--- src/rtl/core/wcss_pkg.sv ---
// ----------------------------------------------------------------------------
// wcss_pkg
// Shared types and constants for the windowed constrained subsequence sum.
// ----------------------------------------------------------------------------
package wcss_pkg;

  // field widths
  localparam int unsigned SampleW = 16;
  localparam int unsigned AccW    = 48;
  localparam int unsigned WinW    = 7;

  // register port
  localparam int unsigned ApbAddrW = 3;
  localparam int unsigned ApbDataW = 32;
  localparam int unsigned RegIdxW  = 1;

  // register indexes
  localparam logic [RegIdxW-1:0] RegWindow = 1'b0;

  // accumulator bounds
  localparam logic signed [AccW-1:0] AccMax = {1'b0, {(AccW-1){1'b1}}};
  localparam logic signed [AccW-1:0] AccMin = {1'b1, {(AccW-1){1'b0}}};

  // input transfer payload
  typedef struct packed {
    logic signed [SampleW-1:0] sample;
    logic                      last;
  } in_t;

  // output transfer payload
  typedef struct packed {
    logic signed [AccW-1:0] ending_here;
    logic signed [AccW-1:0] best_so_far;
    logic                   done_res;
  } out_t;

endpackage

--- src/rtl/core/wcss_apb_regs.sv ---
// ----------------------------------------------------------------------------
// wcss_apb_regs
// Register port: holds the window register and hands out its clamped value.
// ----------------------------------------------------------------------------
module wcss_apb_regs #(
  parameter int unsigned WINDOW_MAX = 64,
  parameter int unsigned CntW       = 7
) (
  input  logic                          clk_i,
  input  logic                          rst_ni,
  input  logic                          psel,
  input  logic                          penable,
  input  logic                          pwrite,
  input  logic [wcss_pkg::ApbAddrW-1:0] paddr,
  input  logic [wcss_pkg::ApbDataW-1:0] pwdata,
  output logic [wcss_pkg::ApbDataW-1:0] prdata,
  output logic                          pready,
  output logic [CntW-1:0]               win_len_o
);
  import wcss_pkg::*;

  logic [WinW-1:0]    window_q, window_d;
  logic [RegIdxW-1:0] reg_idx;
  logic               wr_en;
  logic [31:0]        win_ext;

  assign pready  = 1'b1;
  assign reg_idx = paddr[ApbAddrW-1:2];
  assign wr_en   = psel & penable & pwrite;

  // register write decode
  always_comb begin
    window_d = window_q;
    if (wr_en) begin
      unique case (reg_idx)
        RegWindow: window_d = pwdata[WinW-1:0];
        default:   window_d = window_q;
      endcase
    end
  end

  always_ff @(posedge clk_i or negedge rst_ni) begin
    if (!rst_ni) begin
      window_q <= WinW'(1);
    end else begin
      window_q <= window_d;
    end
  end

  // read data
  always_comb begin
    unique case (reg_idx)
      RegWindow: prdata = {{(ApbDataW-WinW){1'b0}}, window_q};
      default:   prdata = '0;
    endcase
  end

  // zero counts as one, anything above the cell count as the cell count
  assign win_ext = {{(32-WinW){1'b0}}, window_q};
  always_comb begin
    if (window_q == '0) begin
      win_len_o = CntW'(1);
    end else if (win_ext > 32'(WINDOW_MAX)) begin
      win_len_o = CntW'(WINDOW_MAX);
    end else begin
      win_len_o = CntW'(win_ext);
    end
  end

endmodule

--- src/rtl/core/window_constrained_subsequence_sum_top.sv ---
// ----------------------------------------------------------------------------
// window_constrained_subsequence_sum_top
// Best windowed subsequence sum ending at each sample, with running maximum.
//
//   channel  | direction | handshake               | payload
//   ---------+-----------+-------------------------+---------------------------
//   in       | input     | in_valid_i / in_stall_o | sample, last
//   out      | output    | out_valid_o/out_stall_i | ending_here, best_so_far,
//            |           |                         | done_res
//   config   | input     | APB psel/penable/pready | window register
//
// Each item scans k = min(window, sums held in the sequence) stored sums
// through the single read port of the sum memory, one entry a cycle.
// With no sums held yet (first sample of a sequence) the scan is skipped.
// After reset the memory holds nothing valid; a fill count tracks entries.
// A stalled output holds the result register; the next item is still taken
// and waits only at its final step for the register to free up.
// ----------------------------------------------------------------------------
module window_constrained_subsequence_sum_top #(
  parameter int unsigned WINDOW_MAX = 64
) (
  input  logic                          clk_i,
  input  logic                          rst_ni,
  input  logic                          in_valid_i,
  output logic                          in_stall_o,
  input  wcss_pkg::in_t                 in_data_i,
  output logic                          out_valid_o,
  input  logic                          out_stall_i,
  output wcss_pkg::out_t                out_data_o,
  input  logic                          psel,
  input  logic                          penable,
  input  logic                          pwrite,
  input  logic [wcss_pkg::ApbAddrW-1:0] paddr,
  input  logic [wcss_pkg::ApbDataW-1:0] pwdata,
  output logic [wcss_pkg::ApbDataW-1:0] prdata,
  output logic                          pready
);
  import wcss_pkg::*;

  localparam int unsigned AddrW = (WINDOW_MAX > 1) ? $clog2(WINDOW_MAX) : 1;
  localparam int unsigned CntW  = $clog2(WINDOW_MAX + 1);
  localparam logic [AddrW-1:0] LastAddr = AddrW'(WINDOW_MAX - 1);
  localparam logic [CntW-1:0]  FullCnt  = CntW'(WINDOW_MAX);

  typedef enum logic [3:0] {
    StIdle = 4'b0001,
    StRead = 4'b0010,
    StWait = 4'b0100,
    StCalc = 4'b1000
  } state_e;

  state_e state_q, state_d;

  logic [CntW-1:0] win_len;

  // sum memory and its read path
  logic signed [AccW-1:0] sum_mem [WINDOW_MAX];
  logic signed [AccW-1:0] rdata_q;
  logic                   rpend_q;

  logic [AddrW-1:0] wptr_q, wptr_d;
  logic [AddrW-1:0] raddr_q, raddr_d;
  logic [CntW-1:0]  fill_q, fill_d;
  logic [CntW-1:0]  rem_q, rem_d;
  logic [CntW-1:0]  scan_len;

  logic signed [AccW-1:0]    prev_q, prev_d;
  logic signed [AccW-1:0]    best_q, best_d;
  logic signed [SampleW-1:0] sample_q;
  logic                      last_q;

  logic                   out_valid_q, out_valid_d;
  out_t                   out_q, out_d;

  logic                   in_acc;
  logic                   calc_go;
  logic signed [AccW:0]   sum_ext;
  logic signed [AccW-1:0] cur;
  logic signed [AccW-1:0] best_new;

  wcss_apb_regs #(
    .WINDOW_MAX (WINDOW_MAX),
    .CntW       (CntW)
  ) u_regs (
    .clk_i     (clk_i),
    .rst_ni    (rst_ni),
    .psel      (psel),
    .penable   (penable),
    .pwrite    (pwrite),
    .paddr     (paddr),
    .pwdata    (pwdata),
    .prdata    (prdata),
    .pready    (pready),
    .win_len_o (win_len)
  );

  assign in_stall_o  = (state_q != StIdle);
  assign in_acc      = in_valid_i & ~in_stall_o;
  assign out_valid_o = out_valid_q;
  assign out_data_o  = out_q;
  assign calc_go     = (state_q == StCalc) & ~(out_valid_q & out_stall_i);

  // entries to scan: the window, capped by what the sequence holds
  assign scan_len = (win_len < fill_q) ? win_len : fill_q;

  // saturating add; the held maximum is never negative
  assign sum_ext  = {prev_q[AccW-1], prev_q} +
                    (AccW+1)'(sample_q);
  assign cur      = (sum_ext > $signed({1'b0, AccMax})) ? AccMax : sum_ext[AccW-1:0];
  assign best_new = (cur > best_q) ? cur : best_q;

  // sequencer and datapath next state
  always_comb begin
    state_d     = state_q;
    wptr_d      = wptr_q;
    raddr_d     = raddr_q;
    fill_d      = fill_q;
    rem_d       = rem_q;
    prev_d      = prev_q;
    best_d      = best_q;
    out_valid_d = out_valid_q & out_stall_i;
    out_d       = out_q;

    // fold in read data as it returns
    if (rpend_q && (rdata_q > prev_q)) begin
      prev_d = rdata_q;
    end

    unique case (state_q)
      StIdle: begin
        if (in_acc) begin
          prev_d  = '0;
          rem_d   = scan_len;
          raddr_d = (wptr_q == '0) ? LastAddr : wptr_q - AddrW'(1);
          state_d = (scan_len == '0) ? StCalc : StRead;
        end
      end
      StRead: begin
        raddr_d = (raddr_q == '0) ? LastAddr : raddr_q - AddrW'(1);
        rem_d   = rem_q - CntW'(1);
        if (rem_q == CntW'(1)) begin
          state_d = StWait;
        end
      end
      StWait: begin
        state_d = StCalc;
      end
      StCalc: begin
        if (calc_go) begin
          out_valid_d       = 1'b1;
          out_d.ending_here = cur;
          out_d.best_so_far = best_new;
          out_d.done_res    = last_q;
          if (last_q) begin
            fill_d = '0;
            best_d = AccMin;
          end else begin
            best_d = best_new;
            wptr_d = (wptr_q == LastAddr) ? '0 : wptr_q + AddrW'(1);
            if (fill_q != FullCnt) begin
              fill_d = fill_q + CntW'(1);
            end
          end
          state_d = StIdle;
        end
      end
      default: state_d = StIdle;
    endcase
  end

  // control registers
  always_ff @(posedge clk_i or negedge rst_ni) begin
    if (!rst_ni) begin
      state_q     <= StIdle;
      wptr_q      <= '0;
      fill_q      <= '0;
      rem_q       <= '0;
      best_q      <= AccMin;
      out_valid_q <= 1'b0;
      rpend_q     <= 1'b0;
    end else begin
      state_q     <= state_d;
      wptr_q      <= wptr_d;
      fill_q      <= fill_d;
      rem_q       <= rem_d;
      best_q      <= best_d;
      out_valid_q <= out_valid_d;
      rpend_q     <= (state_q == StRead);
    end
  end

  // payload registers
  always_ff @(posedge clk_i) begin
    raddr_q <= raddr_d;
    prev_q  <= prev_d;
    out_q   <= out_d;
    if (in_acc) begin
      sample_q <= in_data_i.sample;
      last_q   <= in_data_i.last;
    end
  end

  // sum memory: one read, one write port
  always_ff @(posedge clk_i) begin
    if (calc_go && !last_q) begin
      sum_mem[wptr_q] <= cur;
    end
    rdata_q <= sum_mem[raddr_q];
  end

endmodule
--- config.mk ---
export PLATFORM = sky130hd
export DESIGN_NAME = window_constrained_subsequence_sum_top
export DESIGN_NICKNAME = d
export VERILOG_FILES = /design/src/rtl/core/wcss_pkg.sv /design/src/rtl/core/wcss_apb_regs.sv /design/src/rtl/core/window_constrained_subsequence_sum_top.sv
export SDC_FILE = /design/constraint.sdc
export NUM_CORES = 2
export LEC_CHECK = 0
export BUFFER_PORTS_ARGS = -buffer_cell sky130_fd_sc_hd__buf_4
export CORE_MARGIN = 2
export CORE_UTILIZATION = 30
export CTS_BUF_LIST = sky130_fd_sc_hd__clkbuf_8
export DETAILED_ROUTE_END_ITERATION = 8
export PLACE_DENSITY_LB_ADDON = 0.25
export SYNTH_ARGS = -nofsm -noshare
export SYNTH_HDL_FRONTEND = slang
export SYNTH_SLANG_ARGS = --single-unit
--- constraint.sdc ---
create_clock -name clk_i -period 12.29 [get_ports clk_i]
set_clock_uncertainty 0.05 [all_clocks]
set_input_delay 0 -clock clk_i [delete_from_list [all_inputs] [get_ports clk_i]]
set_output_delay 0 -clock clk_i [all_outputs]
set_load 0.02 [all_outputs]
==> results_tabular.tex <==
\begin{tabular}{lr}
\hline
Metric & Value \\
\hline
\multicolumn{2}{l}{\textbf{Outcome}} \\
\quad Outcome & completed \\
\multicolumn{2}{l}{\textbf{Synthesis}} \\
\quad Cell taking the most area after synthesis & edfxtp\_1 \\
\quad Cell Area, Synth & 133,700 um\^{}2 \\
\quad Leading cell types by total area after synthesis & edfxtp\_1, mux4\_2, mux2i\_1, ha\_1, dfrtp\_1 \\
\quad Sequential area share after synthesis & 74.64\% \\
\quad Library cells used by synthesis & 83 \\
\quad Avg Inst Size Synth & 19.70 um\^{}2 \\
\quad Gate count of the mapped netlist & 6,789 \\
\quad Yosys Warn Count & 0 \\
\quad Top flip-flop cell by instance count after synthesis & edfxtp\_1 \\
\quad FF+latch count, synth & 3,369 \\
\quad Fraction of registers with async set/reset & 2.404\% \\
\quad Post-synth EDFFs & 3,192 \\
\quad Fraction of synthesized cell area taken by the top area cell type & 71.69\% \\
\multicolumn{2}{l}{\textbf{Placed design}} \\
\quad Hpwl dp & 212,000 um \\
\quad Total of buffers placed on input and output ports & 137 \\
\quad Count of placed standard cells including taps & 12,700 \\
\quad Last weighted congestion value of the routability-driven placer & 0.8602 \\
\multicolumn{2}{l}{\textbf{Detailed routing}} \\
\quad Routed wire length & 391,400 um \\
\quad Number of nets still failing antenna checks after routing & 0 \\
\quad Number of design-rule violations left by the first detailed-router iteration & 7,419 \\
\quad Via-per-instance ratio & 5.142 \\
\quad DR vias & 70,600 \\
\quad First-pass iteration count of the detailed router & 6 \\
\quad Number of DRC violations after detailed routing & 0 \\
\quad Routed wire length per instance & 28.51 um \\
\multicolumn{2}{l}{\textbf{Clock tree}} \\
\quad Number of clock sinks seen by CTS & 3,369 \\
\quad Clock tree root driver cell & clkbuf\_8 \\
\quad Clock slew at the register clock pins of the worst setup and hold paths & 0.06 ns \\
\quad Total clock buffers created by CTS & 551 \\
\quad Number of buffers on the longest clock path & 4 \\
\quad Clock tree from TritonCTS & built \\
\quad Setup Fix Bufs, Post-CTS & 0 \\
\quad Number of levels in the clock H-tree & 6 \\
\quad Clock latency on the worst-skew pair & 1.06 ns \\
\multicolumn{2}{l}{\textbf{Pwr}} \\
\quad Power dissipated by switching net loads & 15.08 mW \\
\quad Clk network pwr share & 22.6\% \\
\quad Leakage power & 49.84 nW \\
\quad Combinational Power Share & 36.5\% \\
\quad Cell Int Power & 25.74 mW \\
\quad Switching share of power & 36.95\% \\
\quad Pwr per Cell Area & 265.6 nW/um\^{}2 \\
\quad Seq pwr share & 40.9\% \\
\quad Worst-case vdd ir drop & 287.3 uV \\
\multicolumn{2}{l}{\textbf{Setup path}} \\
\quad Worst path required time & 13.22 ns \\
\quad Endpoint of the worst-slack reg-to-reg timing path & best\_q[1]\$\_DFFE\_PN0P\_ \\
\quad Launching element type of the critical path & flop \\
\quad Kind of end point of the critical path & flop \\
\quad Slack of the worst reg-to-reg path & 4.02 ns \\
\quad R2R depth & 22 \\
\quad Kind of critical path & flop to flop \\
\quad Crit path DAT & 9.20 ns \\
\quad Critical-path maximum fanout & 68 \\
\quad Startpoint of the worst-slack reg-to-reg timing path & sample\_q[15]\$\_DFFE\_PP\_ \\
\multicolumn{2}{l}{\textbf{Floorplan}} \\
\quad Number of top-level design ports & 191 \\
\quad Floorplan Core Area & 444,500 um\^{}2 \\
\quad Starting density of the core & 30.08\% \\
\quad Die extent in y & 671.6 um \\
\quad Die area & 451,100 um\^{}2 \\
\quad Row count & 245 \\
\quad Horiz. Die Dim & 671.6 um \\
\multicolumn{2}{l}{\textbf{Worst hold path}} \\
\quad Hold Crit Class & primary input to flop \\
\quad Hold Path Cell Cnt & 3 \\
\quad Hold Crit Endpoint & sample\_q[8]\$\_DFFE\_PP\_ \\
\quad Hold Crit Start & in\_data\_i[9] \\
\multicolumn{2}{l}{\textbf{Cells and area}} \\
\quad Utilization after layout & 34.58\% \\
\quad Cell Count, Final, Fillers Out & 13,730 \\
\quad Share of post-route cells with drive strength above 1 & 24.35\% \\
\quad Layout area overhead & 14.96\% \\
\quad Commonest non-fill, non-tap cells in the layout & edfxtp\_1, mux4\_2, clkbuf\_8 \\
\quad Commonest non-fill, non-tap cell in the layout & edfxtp\_1 \\
\quad Fillers & 41,780 \\
\quad Count of nets after finishing & 7,611 \\
\multicolumn{2}{l}{\textbf{STA}} \\
\quad Aggregate negative setup slack & 0 ns \\
\quad Worst max-slew margin expressed relative to the limit & 5.636\% \\
\quad Unrepaired setup endpoints after global routing & no \\
\quad Maximum clock frequency & 120.9 MHz \\
\quad Ratio of final minimum period to clock period & 67.32\% \\
\quad Final hold slack & 0.1993 ns \\
\quad Pins over their slew limit & 0 \\
\quad Final min period & 8.273 ns \\
\quad Tightest Pin Transition & 1.405 ns \\
\quad Number of hold violations in the final report & 0 \\
\quad Setup violations, final & 0 \\
\multicolumn{2}{l}{\textbf{Run}} \\
\quad Max Cap Violations & 0 \\
\multicolumn{2}{l}{\textbf{GRT}} \\
\quad Pin count of the biggest net entering global routing & 114 \\
\quad Via count of the first global-routing pass & 71,630 \\
\quad Aggregate global routing overflow & 0 \\
\quad Aggregate global-route resource usage & 16.90\% \\
\quad Number of antenna violations at the first check in global routing & 25 \\
\quad Wire length of the first global-routing pass & 547,000 um \\
\hline
\end{tabular}
## worst max-delay path by stage
stage	start	to	slack [ns]	cells past startpoint
floorplan	state_q[2]$_DFFE_PN0P_	sum_mem[56][0]$_DFFE_PP_	3.04	8
global route	sample_q[15]$_DFFE_PP_	best_q[25]$_DFFE_PN0P_	3.50	22
CTS	prev_q[0]$_DFF_P_	best_q[1]$_DFFE_PN0P_	4.07	23
detailed placement	prev_q[0]$_DFF_P_	best_q[10]$_DFFE_PN0P_	4.08	23
global placement	prev_q[0]$_DFF_P_	best_q[4]$_DFFE_PN0P_	4.13	24
finish	sample_q[15]$_DFFE_PP_	best_q[1]$_DFFE_PN0P_	4.02	22
## power groups by stage
stage / registers [mW] / logic (mW) / clock network, mW
after global placement: 16.9 / 14.6 / 0
after CTS: 16.7 / 15.0 / 9.46
after floorplan: 16.9 / 8.86 / 0
final: 16.7 / 14.9 / 9.22
after detailed placement: 16.9 / 15.0 / 0
after global routing: 16.7 / 16.0 / 9.93
## area by class of cell
class	instances	area [um^2]	share of cell area, %
clock inverters	371	2091	1.360
flip-flops and latches	3369	99800	64.93
multi-input cells	2928	32480	21.13
diodes	12	30.03	0.01953
clock buffers	580	7983	5.193
well taps	5928	7417	4.825
repair buffers	410	3401	2.212
inverters	132	510.5	0.3321
## flip-flops by register name (all words and copies together), names as in the netlist
name	cells
sample_q	16
out_valid_o	1
fill_q	7
wptr_q	6
out_data_o	97
raddr_q	6
rem_q	7
sum_mem	3072
rpend_q	1
rdata_q	48
u_regs.window_q	7
best_q	48
last_q	1
prev_q	48
state_q	4
## worst max-delay path, stage by stage, from the launching register on
cell	delay, ns
edfxtp_1	0.33
buf_4	0.36
ha_1	0.40
a21oi_1	0.42
o211ai_1	0.13
nand2_1	0.12
o2111ai_1	0.13
o21ai_1	0.48
o31a_1	0.26
a2bb2oi_4	0.28
buf_4	0.67
nand2_2	0.88
ha_1	0.65
nor2b_1	0.14
o211ai_1	0.16
a21oi_1	0.10
o21a_1	0.21
o211ai_1	0.32
nand4_1	0.22
mux2i_4	0.22
buf_4	0.38
and2_2	0.91
a22o_1	0.24
## kinds of logic after synthesis
| group | count (synthesis) | share of synthesized area (%) |
|---|---|---|
| flip-flops | 3369 | 74.64 |
| multiplexers | 1122 | 14.98 |
| AO/OA/AOI/OAI | 887 | 4.523 |
| AND/OR/NAND/NOR | 689 | 2.329 |
| buffers and inverters | 516 | 1.726 |
| adder cells (fa/ha/maj) | 160 | 1.503 |
| XOR/XNOR | 44 | 0.2882 |
| other | 2 | 0.005617 |
## synth_stat cells (13+ instances only)
cell and number:
buf_2 84, o21ai_0 147, a21oi_1 180, nor2_1 185, o21a_1 16, a21o_1 49
a22o_1 47, mux2_2 22, nor3_1 51, xor2_1 14, clkbuf_1 182, edfxtp_1 3192
mux2i_1 398, buf_4 69, o211ai_1 14, ha_1 159, dfrtp_1 78, nand2_1 268
o221ai_1 148, a211oi_1 19, nand2b_1 21, nand4_1 44, a221oi_1 14, nor2b_1 24
dfxtp_1 96, nand3_1 35, xnor2_1 30, mux4_2 701, buf_1 48, inv_1 130
a31oi_1 47, a22oi_1 13, o22ai_1 100
## metal layers
metal	global-route usage, %	routed length [um]
met2	28.37	191500
met1	23.29	169400
met5	0	0
met3	2.351	22970
met4	3.842	7595
## through the flow
step	total power [mW]	worst slack, ns	instance area (um^2)
floorplan	25.79	3.044	133800
global placement	31.55	4.134	143000
detailed placement	31.92	4.076	143000
CTS	41.19	4.070	153700
global route	42.69	3.498	153700
finish	40.83	4.017	153700
## what timing repair did
| action | in CTS | in global routing |
|---|---|---|
| resized for setup | 0 | 0 |
| hold endpoints to repair | 281 | 0 |
| hold buffers | 65 | 0 |
No activity file was read; power rests on OpenSTA's default activity.
